`src/rtl/md5cr_pkg.sv`:
```
// shared types, constants and helper functions for the keyed md5 challenge-response unit
// no dependencies; used by the interfaces, the round stage and the top level
package md5cr_pkg;

	typedef struct packed {
		logic [31:0] a;
		logic [31:0] b;
		logic [31:0] c;
		logic [31:0] d;
	} md5_state_t;

	// what travels down the round pipeline with each item
	typedef struct packed {
		md5_state_t   st;
		logic [127:0] msg;
	} md5cr_pipe_t;

	// register index as carried on the configuration channel
	typedef logic [7:0] cfg_idx_t;

	typedef enum cfg_idx_t {
		REG_SEED_LOW  = 8'd0,
		REG_SEED_HIGH = 8'd1
	} cfg_reg_t;

	localparam int NUM_ROUNDS = 64;

	localparam logic [31:0] IV_A = 32'h67452301;
	localparam logic [31:0] IV_B = 32'hefcdab89;
	localparam logic [31:0] IV_C = 32'h98badcfe;
	localparam logic [31:0] IV_D = 32'h10325476;

	// padded block: message words 0..3, pad marker in word 4, bit length in word 14
	localparam logic [3:0]  WORD_PAD_IDX = 4'd4;
	localparam logic [3:0]  WORD_LEN_IDX = 4'd14;
	localparam logic [31:0] PAD_WORD     = 32'h00000080;
	localparam logic [31:0] LEN_WORD     = 32'd128;

	localparam logic [31:0] K_TABLE [64] = '{
		32'hd76aa478, 32'he8c7b756, 32'h242070db, 32'hc1bdceee,
		32'hf57c0faf, 32'h4787c62a, 32'ha8304613, 32'hfd469501,
		32'h698098d8, 32'h8b44f7af, 32'hffff5bb1, 32'h895cd7be,
		32'h6b901122, 32'hfd987193, 32'ha679438e, 32'h49b40821,
		32'hf61e2562, 32'hc040b340, 32'h265e5a51, 32'he9b6c7aa,
		32'hd62f105d, 32'h02441453, 32'hd8a1e681, 32'he7d3fbc8,
		32'h21e1cde6, 32'hc33707d6, 32'hf4d50d87, 32'h455a14ed,
		32'ha9e3e905, 32'hfcefa3f8, 32'h676f02d9, 32'h8d2a4c8a,
		32'hfffa3942, 32'h8771f681, 32'h6d9d6122, 32'hfde5380c,
		32'ha4beea44, 32'h4bdecfa9, 32'hf6bb4b60, 32'hbebfbc70,
		32'h289b7ec6, 32'heaa127fa, 32'hd4ef3085, 32'h04881d05,
		32'hd9d4d039, 32'he6db99e5, 32'h1fa27cf8, 32'hc4ac5665,
		32'hf4292244, 32'h432aff97, 32'hab9423a7, 32'hfc93a039,
		32'h655b59c3, 32'h8f0ccc92, 32'hffeff47d, 32'h85845dd1,
		32'h6fa87e4f, 32'hfe2ce6e0, 32'ha3014314, 32'h4e0811a1,
		32'hf7537e82, 32'hbd3af235, 32'h2ad7d2bb, 32'heb86d391
	};

	localparam logic [4:0] ROT_TABLE [16] = '{
		5'd7, 5'd12, 5'd17, 5'd22,
		5'd5, 5'd9,  5'd14, 5'd20,
		5'd4, 5'd11, 5'd16, 5'd23,
		5'd6, 5'd10, 5'd15, 5'd21
	};

	function automatic logic [31:0] rotl32(input logic [31:0] x, input logic [4:0] s);
		logic [63:0] t;
		t = {x, x} << s;
		return t[63:32];
	endfunction

	// message word used by a given round
	function automatic logic [3:0] msg_index(input logic [5:0] rnd);
		logic [3:0] i4;
		logic [3:0] w;
		i4 = rnd[3:0];
		case (rnd[5:4])
			2'd0: w = i4;
			2'd1: w = 4'(i4 * 4'd5 + 4'd1);
			2'd2: w = 4'(i4 * 4'd3 + 4'd5);
			default: w = 4'(i4 * 4'd7);
		endcase
		return w;
	endfunction

endpackage

```
`src/rtl/md5cr_round.sv`:
```
// one md5 round with its pipeline register
// depends on md5cr_pkg
module md5cr_round (
	input  logic                   clk,
	input  logic                   arst_n,
	input  logic                   en,
	input  logic [5:0]             rnd,
	input  logic                   valid_in,
	input  md5cr_pkg::md5cr_pipe_t data_in,
	output logic                   valid_s1,
	output md5cr_pkg::md5cr_pipe_t data_s1
);
	import md5cr_pkg::*;

	logic [31:0] f;
	logic [31:0] m;
	logic [3:0]  w;
	logic [31:0] sum;
	logic [31:0] new_b;
	md5_state_t  st;
	md5_state_t  nxt;

	assign st = data_in.st;
	assign w  = msg_index(rnd);

	always_comb begin
		case (rnd[5:4])
			2'd0: f = (st.b & st.c) | (~st.b & st.d);
			2'd1: f = (st.d & st.b) | (~st.d & st.c);
			2'd2: f = st.b ^ st.c ^ st.d;
			default: f = st.c ^ (st.b | ~st.d);
		endcase
	end

	always_comb begin
		case (w)
			4'd0: m = data_in.msg[31:0];
			4'd1: m = data_in.msg[63:32];
			4'd2: m = data_in.msg[95:64];
			4'd3: m = data_in.msg[127:96];
			WORD_PAD_IDX: m = PAD_WORD;
			WORD_LEN_IDX: m = LEN_WORD;
			default: m = '0;
		endcase
	end

	assign sum   = st.a + f + K_TABLE[rnd] + m;
	assign new_b = st.b + rotl32(sum, ROT_TABLE[{rnd[5:4], rnd[1:0]}]);

	always_comb begin
		nxt.a = st.d;
		nxt.b = new_b;
		nxt.c = st.b;
		nxt.d = st.c;
	end

	always_ff @(posedge clk or negedge arst_n) begin
		if (!arst_n) begin
			valid_s1 <= 1'b0;
		end else if (en) begin
			valid_s1 <= valid_in;
		end
	end

	always_ff @(posedge clk) begin
		if (en) begin
			data_s1.st  <= nxt;
			data_s1.msg <= data_in.msg;
		end
	end

endmodule

```
`config.mk`:
```
export PLATFORM = sky130hd
export DESIGN_NAME = md5cr_round
export DESIGN_NICKNAME = d
export VERILOG_FILES = /design/src/rtl/md5cr_pkg.sv /design/src/rtl/md5cr_round.sv
export SDC_FILE = /design/constraint.sdc
export NUM_CORES = 1
export LEC_CHECK = 0
export ABC_AREA = 1
export BUFFER_PORTS_ARGS = -buffer_cell sky130_fd_sc_hd__buf_2
export CORE_AREA = 2 2 205 207
export CTS_BUF_LIST = sky130_fd_sc_hd__clkbuf_4 sky130_fd_sc_hd__clkbuf_8
export CTS_CLUSTER_SIZE = 16
export DETAILED_ROUTE_END_ITERATION = 6
export DIE_AREA = 0 0 207 209
export GPL_TIMING_DRIVEN = 0
export PLACE_DENSITY = 0.78
export SYNTH_ARGS = -nofsm -noshare
export SYNTH_HDL_FRONTEND = slang
export SYNTH_SLANG_ARGS = --single-unit
```
`constraint.sdc`:
```
create_clock -name clk -period 0.9 [get_ports clk]
set_input_delay 0.135 -clock clk [delete_from_list [all_inputs] [get_ports clk]]
set_output_delay 0.135 -clock clk [all_outputs]
set_load 0.02 [all_outputs]
```
==> results.yml, run 1 <==
status:
  outcome: "did not finish"
  lastStage: "global routing (5_1_grt)"
  stop_error: "[ERROR GRT-0232] Routing congestion too high. Check the congestion heatmap in the GUI."
cts:
  clockBufferDepth: 3
  cts.htree.levels: 2
  cts_root_buf: "clkbuf_8"
  cts_buffers: 43
  cts_num_sinks: 257
floorplanning:
  initial_core_util_pct: 48.90
  num_rows: 75
  die_h_um: 209
  ios: 523
  dieWidth_um: 207
sta:
  postGrtWorstEndpoint: "data_s1[218]$_DFFE_PP_/D"
  worstEpCategory: "register data pin"
global_route:
  overflow: 150
  grt_max_degree: 136
  grt_usage_pct: 71.85
placed_design:
  gp_congestion: 1.085
  dp_hpwl_mm: 83.20
  placed_area_sq_um: 24140
  place_inst: 3575
  io_buffers: 520
yosys:
  yosysWarnings: 0
  ys.flop_type: "edfxtp_1"
  synth_cell_types: 57
  async_reset_ff_share_pct: 0.3891
  ys_seq_area_share_pct: 38.20
  synth_cells: 2511
  syn_area_per_cell_sq_um: 8.040
  synthesis.area_sq_um: 20190
  ys_ff_latch: 257
  synth_edf_count: 256
  synth_fp_nets: 2935
[cell families after synthesis]
family                   share of synthesized area, %
buffers and inverters                           6.612
adder cells (fa/ha/maj)                         12.32
AO/OA/AOI/OAI                                   14.32
AND/OR/NAND/NOR                                 26.10
flip-flops                                      38.20
XOR/XNOR                                        2.343
multiplexers                                   0.1054
[routing by layer]
metal / GRT overflow / global-route usage, %
met3: 0 / 54.37
met1: 0 / 69.61
met4: 72 / 75.54
met2: 78 / 91.92
met5: 0 / 15.80
[through the flow]
stage | worst slack [ns] | util [%]
2_1_floorplan | -6.267 | -
3_3_place_gp | -8.849 | 58.26
3_5_place_dp | -8.751 | 58.47
4_1_cts | -6.385 | 70.05
[Yosys cell counts, types with 5 or more instances]
| master | instances | area share [%] |
|---|---|---|
| nand2_1 | 602 | 11 |
| nand3_1 | 291 | 7.2 |
| edfxtp_1 | 256 | 38 |
| inv_1 | 240 | 4.5 |
| a21oi_1 | 194 | 4.8 |
| nor2_1 | 156 | 2.9 |
| o21ai_0 | 98 | 2.4 |
| ha_1 | 90 | 5.6 |
| fa_1 | 68 | 6.7 |
| clkbuf_1 | 52 | 0.97 |
| nor3_1 | 48 | 1.2 |
| nand4_1 | 42 | 1.3 |
| o22ai_1 | 42 | 1.3 |
| or2_2 | 40 | 1.2 |
| xor2_1 | 31 | 1.3 |
| o21ai_1 | 24 | 0.59 |
| xnor2_1 | 23 | 1.0 |
| buf_1 | 20 | 0.37 |
| a221oi_1 | 19 | 0.82 |
| o211ai_1 | 19 | 0.71 |
| buf_2 | 17 | 0.42 |
| a211oi_1 | 13 | 0.48 |
| a31oi_1 | 12 | 0.37 |
| inv_2 | 12 | 0.22 |
| a2111oi_0 | 8 | 0.35 |
| a21o_1 | 7 | 0.26 |
| nand2_2 | 7 | 0.22 |
| o21bai_1 | 6 | 0.22 |
| o221ai_1 | 6 | 0.26 |
| o32ai_1 | 6 | 0.26 |
| nand3_2 | 5 | 0.25 |
| nor4_1 | 5 | 0.15 |
| o31ai_1 | 5 | 0.19 |
[repair_timing]
item                                    in CTS
gates cloned                                 3
gates resized for setup                    295
hold endpoints to repair                   226
hold buffers                               227
endpoints found under the setup margin     424
pin swaps                                   63
buffers inserted                            67
==> run 2, diff against run 1 <==
==> config.mk (replaced) <==
export PLATFORM = sky130hd
export DESIGN_NAME = md5cr_round
export DESIGN_NICKNAME = d
export VERILOG_FILES = /design/src/rtl/md5cr_pkg.sv /design/src/rtl/md5cr_round.sv
export SDC_FILE = /design/constraint.sdc
export NUM_CORES = 1
export LEC_CHECK = 0
export ABC_AREA = 1
export BUFFER_PORTS_ARGS = -buffer_cell sky130_fd_sc_hd__buf_2
export CORE_MARGIN = 2
export CORE_UTILIZATION = 40
export DETAILED_ROUTE_END_ITERATION = 6
export GPL_TIMING_DRIVEN = 0
export PLACE_DENSITY_LB_ADDON = 0.15
export SYNTH_ARGS = -nofsm -noshare
export SYNTH_HDL_FRONTEND = slang
export SYNTH_SLANG_ARGS = --single-unit
==> run 2 against run 1 <==
Net effect:
- the flow now finishes, with violations (negative hold slack, negative setup slack)
- synthesized area did not move
- synthesized cell count did not move
==> results.yml, run 2 <==
floorplanning:
  initial_core_util_pct: 40.41
  dieWidth_um: 228.7
  die_h_um: 228.7
  die_area_sq_um: 52290
  core-area_sq_um: 49970
  ios: 523
  num_rows: 82
yosys:
  synth_cells: 2511
  synth_fp_nets: 2935
  synthesis.area_sq_um: 20190
  synth_edf_count: 256
  ys_ff_latch: 257
  yosysWarnings: 0
  syn_area_per_cell_sq_um: 8.040
  yosysMostFrequentCell: "nand2_1"
  synth_top_area_share_pct: 38.08
  ys.flop_type: "edfxtp_1"
  synth_area_leaders: "edfxtp_1, nand2_1, nand3_1"
  synth_cell_types: 57
  ys_seq_area_share_pct: 38.20
  ys_top_cells_by_count: "nand2_1, nand3_1, edfxtp_1"
  async_reset_ff_share_pct: 0.3891
  yosysTopAreaCell: "edfxtp_1"
detailed_routing:
  num_vias: 24270
  routed_via_density: 5.909
  ant_nets: 0
  wire_per_inst_um: 26.80
  wl_mm: 110.1
  drt_iter0_drc: 2769
  drc: 0
  first_pass_iters: 6
cts:
  cts_num_sinks: 257
  cts_root_buf: "clkbuf_16"
  cts_tree: "built"
  cts.htree.levels: 1
  hold_buffers: 227
  clk_latency_ns: 0.57
  cts_buffers: 27
  clockBufferDepth: 3
  clk_pin_slew_ns: 0.06
cells_and_area:
  layout.nets: 3829
  final_cells: 4107
  fillCellCount: 4343
  largest_reg_flops: 256
  area_growth_pct: 48.97
  final_cell_mix: "nand2_1, buf_2, edfxtp_1"
  top_regs: "data_s1 x256, valid_s1 x1"
  ff_latch_area_sq_um: 7712
  multi_input_area_sq_um: 12890
  final_common_cell: "nand2_1"
  top_register: "data_s1"
  drive_above_1_share_pct: 31.49
critical_path:
  endpoint_kind: "flop"
  critPathKind: "in2reg"
  worst_setup_path_start_kind: "input pin"
  cpMaxStageDelayCell: "clkbuf_1"
  worst_path_most_repeated_cell: "nand2_2"
  slowest_delay_ns: 0.93
  crit_fanout: 12
  worstPathArrival_ns: 8.06
  required_ns: 1.22
power_and_ir_drop:
  ir_drop_mv: 1.867
  p_leak_nw: 13.32
  powerDensity_nw_per_um2: 2765
  power_w: 0.08315
sta:
  worst_pin_slew_ns: 1.208
  fin_crit_sh_pct: 859.9
  fin_worst_skew_ns: 0
  fin_crit_ns: 7.739
  rsz0062_at_grt: "true"
  setup-violations-final: 406
  hold_viol: 50
  layout_setup_ws_ns: -6.839
  whs_ns: -0.05240
  fmaxAchievable_ghz: 0.1292
  timing.final.max_slew_violations: 0
  slew_headroom_pct: 19.50
placed_design:
  gp_congestion: 1.006
  dp_hpwl_mm: 84.32
  io_buffers: 520
  place_inst: 3712
  place_ws_ns: -8.988
global_route:
  grt_max_degree: 118
  grt_pass1_vias: 23380
  overflow: 0
  grt_usage_pct: 40.53
  grt_pass1_wl_mm: 155.5
  antenna_found_initial: 10
min_path:
  hp-class: "in2reg"
run:
  cap_violations: 0
status:
  violations: "negative hold slack, negative setup slack"
  outcome: "finished with violations"
==> run 2: final timing paths <==
check                                          start                     end  slack [ns]  cells past startpoint
worst max-delay path                          rnd[4]  data_s1[214]$_DFFE_PP_       -6.84                     42
worst min-delay path                              en  data_s1[200]$_DFFE_PP_       -0.05                      1
worst max register to register  valid_s1$_DFFE_PN0P_    valid_s1$_DFFE_PN0P_        0.13                      1
worst min register to register  valid_s1$_DFFE_PN0P_    valid_s1$_DFFE_PN0P_        0.55                      1
max in group asynchronous                     arst_n    valid_s1$_DFFE_PN0P_        0.14                      3
min in group asynchronous                     arst_n    valid_s1$_DFFE_PN0P_        0.57                      3
==> run 2: final cells by class <==
class	count	share of cell area, %
inverters	252	3.274
diodes	9	0.07488
well taps	672	2.796
multi-input cells	1909	42.88
repair buffers	865	20.27
clock buffers	36	2.459
plain buffers	93	1.864
clock inverters	14	0.7447
flip-flops and latches	257	25.64
==> run 2: per-layer routing <==
metal | wire [um] | up-vias | GRT usage (%)
met3 | 10210 | 424 | 7.610
met4 | 9624 | 4 | 28.33
li1 | - | 10550 | -
met5 | 26 | - | 0
met1 | 40060 | 11690 | 48.56
met2 | 50150 | 1594 | 65.93
==> run 2: metrics by stage <==
| stage | utilization [%] | hold slack (ns) | cell area (sq um) | setup TNS [ns] |
|---|---|---|---|---|
| detailed placement | 48.73 | -0.005660 | 24350 | -413.79 |
| global route | 60.18 | -0.03987 | 30070 | -347.54 |
| floorplan | - | -0.1606 | 20780 | -176.17 |
| global placement | 48.48 | -0.01019 | 24220 | -1239.57 |
| finish | 60.19 | -0.05240 | 30080 | -329.29 |
| CTS | 58.79 | -0.06337 | 29370 | -314.09 |
==> run 2: critical path: cells and delay by family <==
family	cells	cell delay, ns
xor+xnor	1	0.17
buf+inv	8	1.75
compound gates	9	1.78
simple gates	19	2.42
fa+ha+maj	5	1.77
==> run 2: power by group <==
group / total [W] / internal [W] / switching (W)
combinational: 0.0548 / 0.0211 / 0.0337
sequential: 0.0160 / 0.0155 / 0.000537
clock: 0.0123 / 0.00726 / 0.00506
total: 0.0831 / 0.0438 / 0.0393
==> run 2: timing repair <==
action | CTS | global route
resized for setup | 235 | 125
setup endpoints to repair | 406 | 406
gates cloned | 4 | 0
buffers inserted | 88 | 18
hold endpoints to repair | 276 | 50
pin swaps | 109 | 75
==> run 2: cells by family after synthesis <==
family                   after synthesis  share of synthesized area, %
AO/OA/AOI/OAI                        487                         14.32
XOR/XNOR                              54                         2.343
adder cells (fa/ha/maj)              158                         12.32
buffers and inverters                345                         6.612
flip-flops                           257                         38.20
multiplexers                           2                        0.1054
AND/OR/NAND/NOR                     1208                         26.10
Note: power is estimated with default switching activity, not from simulation.
==> run 3, diff against run 2 <==
--- a/config.mk
+++ b/config.mk
@@ -11,6 +11,7 @@
 export CORE_UTILIZATION = 40
 export DETAILED_ROUTE_END_ITERATION = 6
 export GPL_TIMING_DRIVEN = 0
+export MAX_ROUTING_LAYER = met4
 export PLACE_DENSITY_LB_ADDON = 0.15
 export SYNTH_ARGS = -nofsm -noshare
 export SYNTH_HDL_FRONTEND = slang
==> run 3 against run 2 <==
Net effect:
- the run ends with negative setup slack left
- utilization shrank 1.3 points
- routed wire length grew 2.6%
- fmax shrank 0.10%
- clock power is essentially flat
- final cell count shrank 0.68%
- highest routed layer is now met4
- sequential share of layout area grew 0.56 points
- register-to-register slack is essentially flat
- global-route usage grew 1.6 points
- largest cell class unchanged
==> results.yml, run 3 (synthesis results as in run 2) <==
floorplanning:
  num_rows: 82
  die_area_sq_um: 52290
  initial_core_util_pct: 40.41
  dieWidth_um: 228.7
  ios: 523
  die_h_um: 228.7
  core-area_sq_um: 49970
sta:
  worst_pin_slew_ns: 1.157
  slew_headroom_pct: 22.68
  fin_crit_sh_pct: 860.7
  timing.final.max_slew_violations: 0
  setup-violations-final: 412
  fin_crit_ns: 7.747
  hold_viol: 0
  tns_ns: -323.71
  rsz0062_at_grt: "true"
  fin_worst_skew_ns: 0
  fmaxAchievable_ghz: 0.1291
  layout_setup_ws_ns: -6.847
critical_path:
  worstPathArrival_ns: 8.19
  endpoint_kind: "flop"
  critPathKind: "in2reg"
  worst_setup_path_start_kind: "input pin"
  slowest_delay_ns: 0.91
  cpMaxStageDelayCell: "a221oi_1"
  crit_fanout: 12
  required_ns: 1.34
global_route:
  grt_pass1_wl_mm: 155.9
  antenna_found_initial: 15
  grt_pass1_vias: 23090
  grt_usage_pct: 42.09
  grt_max_degree: 136
  overflow: 0
placed_design:
  io_buffers: 520
  placed_area_sq_um: 24300
  dp_hpwl_mm: 85.33
  gp_congestion: 1.084
power_and_ir_drop:
  powerDensity_nw_per_um2: 2751
  p_leak_nw: 13.05
  ir_drop_mv: 1.767
cts:
  cts_root_buf: "clkbuf_16"
  cts_tree: "built"
  cts.htree.levels: 1
  clockBufferDepth: 3
  clk_pin_slew_ns: 0.07
  cts_num_sinks: 257
  cts_buffers: 27
  clk_latency_ns: 0.58
status:
  outcome: "finished with violations"
  violations: "negative setup slack"
cells_and_area:
  area_growth_pct: 45.76
  layout.nets: 3796
  largest_reg_flops: 256
  design_area_sq_um: 29430
  final_cell_mix: "nand2_1, buf_2, edfxtp_1"
  multi_input_area_sq_um: 12590
  final_common_cell: "nand2_1"
  drive_above_1_share_pct: 29.24
  top_register: "data_s1"
  fillCellCount: 4311
  top_regs: "data_s1 x256, valid_s1 x1"
  ff_latch_area_sq_um: 7712
detailed_routing:
  drc: 0
  ant_nets: 0
  wl_mm: 112.9
  num_vias: 24360
  drt_iter0_drc: 2732
  routed_via_density: 5.972
  wire_per_inst_um: 27.68
  first_pass_iters: 6
min_path:
  hp-class: "in2reg"
run:
  cap_violations: 0
==> run 3: timing repair <==
item	in CTS	in global routing
gates cloned	2	1
setup buffers	51	27
hold buffers	226	1
hold endpoints to repair	226	1
pin swaps	66	77
setup endpoints to repair	412	412
gates resized for setup	158	123
==> run 3: layout make-up <==
cell class / instances / area share, %
Tap cell: 672 / 2.857
Clock inverter: 15 / 0.7653
Buffer: 93 / 1.879
Sequential cell: 257 / 26.21
Clock buffer: 35 / 2.500
Multi-Input combinational cell: 1909 / 42.77
Antenna cell: 14 / 0.1190
Inverter: 252 / 3.321
Timing Repair Buffer: 832 / 19.58
==> run 3: final timing paths <==
| kind | slack, ns | cells after the start | from | end |
|---|---|---|---|---|
| worst max-delay path | -6.85 | 39 | rnd[2] | data_s1[221]$_DFFE_PP_ |
| worst min-delay path | 0.05 | 2 | data_in[193] | data_s1[193]$_DFFE_PP_ |
| worst max register to register | 0.14 | 1 | valid_s1$_DFFE_PN0P_ | valid_s1$_DFFE_PN0P_ |
| worst min register to register | 0.53 | 1 | valid_s1$_DFFE_PN0P_ | valid_s1$_DFFE_PN0P_ |
| max in group asynchronous | 0.14 | 3 | arst_n | valid_s1$_DFFE_PN0P_ |
| min in group asynchronous | 0.57 | 3 | arst_n | valid_s1$_DFFE_PN0P_ |
==> run 3: per-stage QoR <==
| stage | utilization (%) | hold WS [ns] | worst slack [ns] | total power (W) | std cells |
|---|---|---|---|---|---|
| floorplan | - | -0.1606 | -6.267 | 0.04457 | 2511 |
| global placement | 48.48 | -0.01096 | -9.675 | 0.05762 | 3703 |
| detailed placement | 48.63 | -0.007160 | -9.038 | 0.05786 | 3708 |
| CTS | 57.32 | -0.2187 | -6.643 | 0.07540 | 4037 |
| global route | 58.88 | 0.04938 | -7.072 | 0.08476 | 4076 |
| finish | 58.90 | 0.04953 | -6.847 | 0.08095 | 4079 |
==> run 3: routing by layer <==
metal | vias up | routed length, um | global-route usage (%)
li1 | 10500 | - | -
met1 | 11680 | 41140 | 49.57
met2 | 1719 | 51700 | 67.27
met3 | 457 | 10660 | 6.849
met4 | 0 | 9384 | 26.61
met5 | - | 0 | -
==> run 3: power breakdown <==
part           internal, W  switching, W  leakage (nW)
Sequential          0.0155      0.000575          2.52
Clock              0.00702       0.00528         0.463
Combinational       0.0194        0.0331          10.1
Total               0.0420        0.0390          13.0
==> run 3: worst max-delay path: cells and delay by family <==
kind,cells,cell delay (ns)
AOI/OAI and AO/OA,18,3.78
and+or+nand+nor,10,1.33
buffers and inverters,7,1.64
xor gates and xnor gates,1,0.19
adders and majority gates,3,1.06
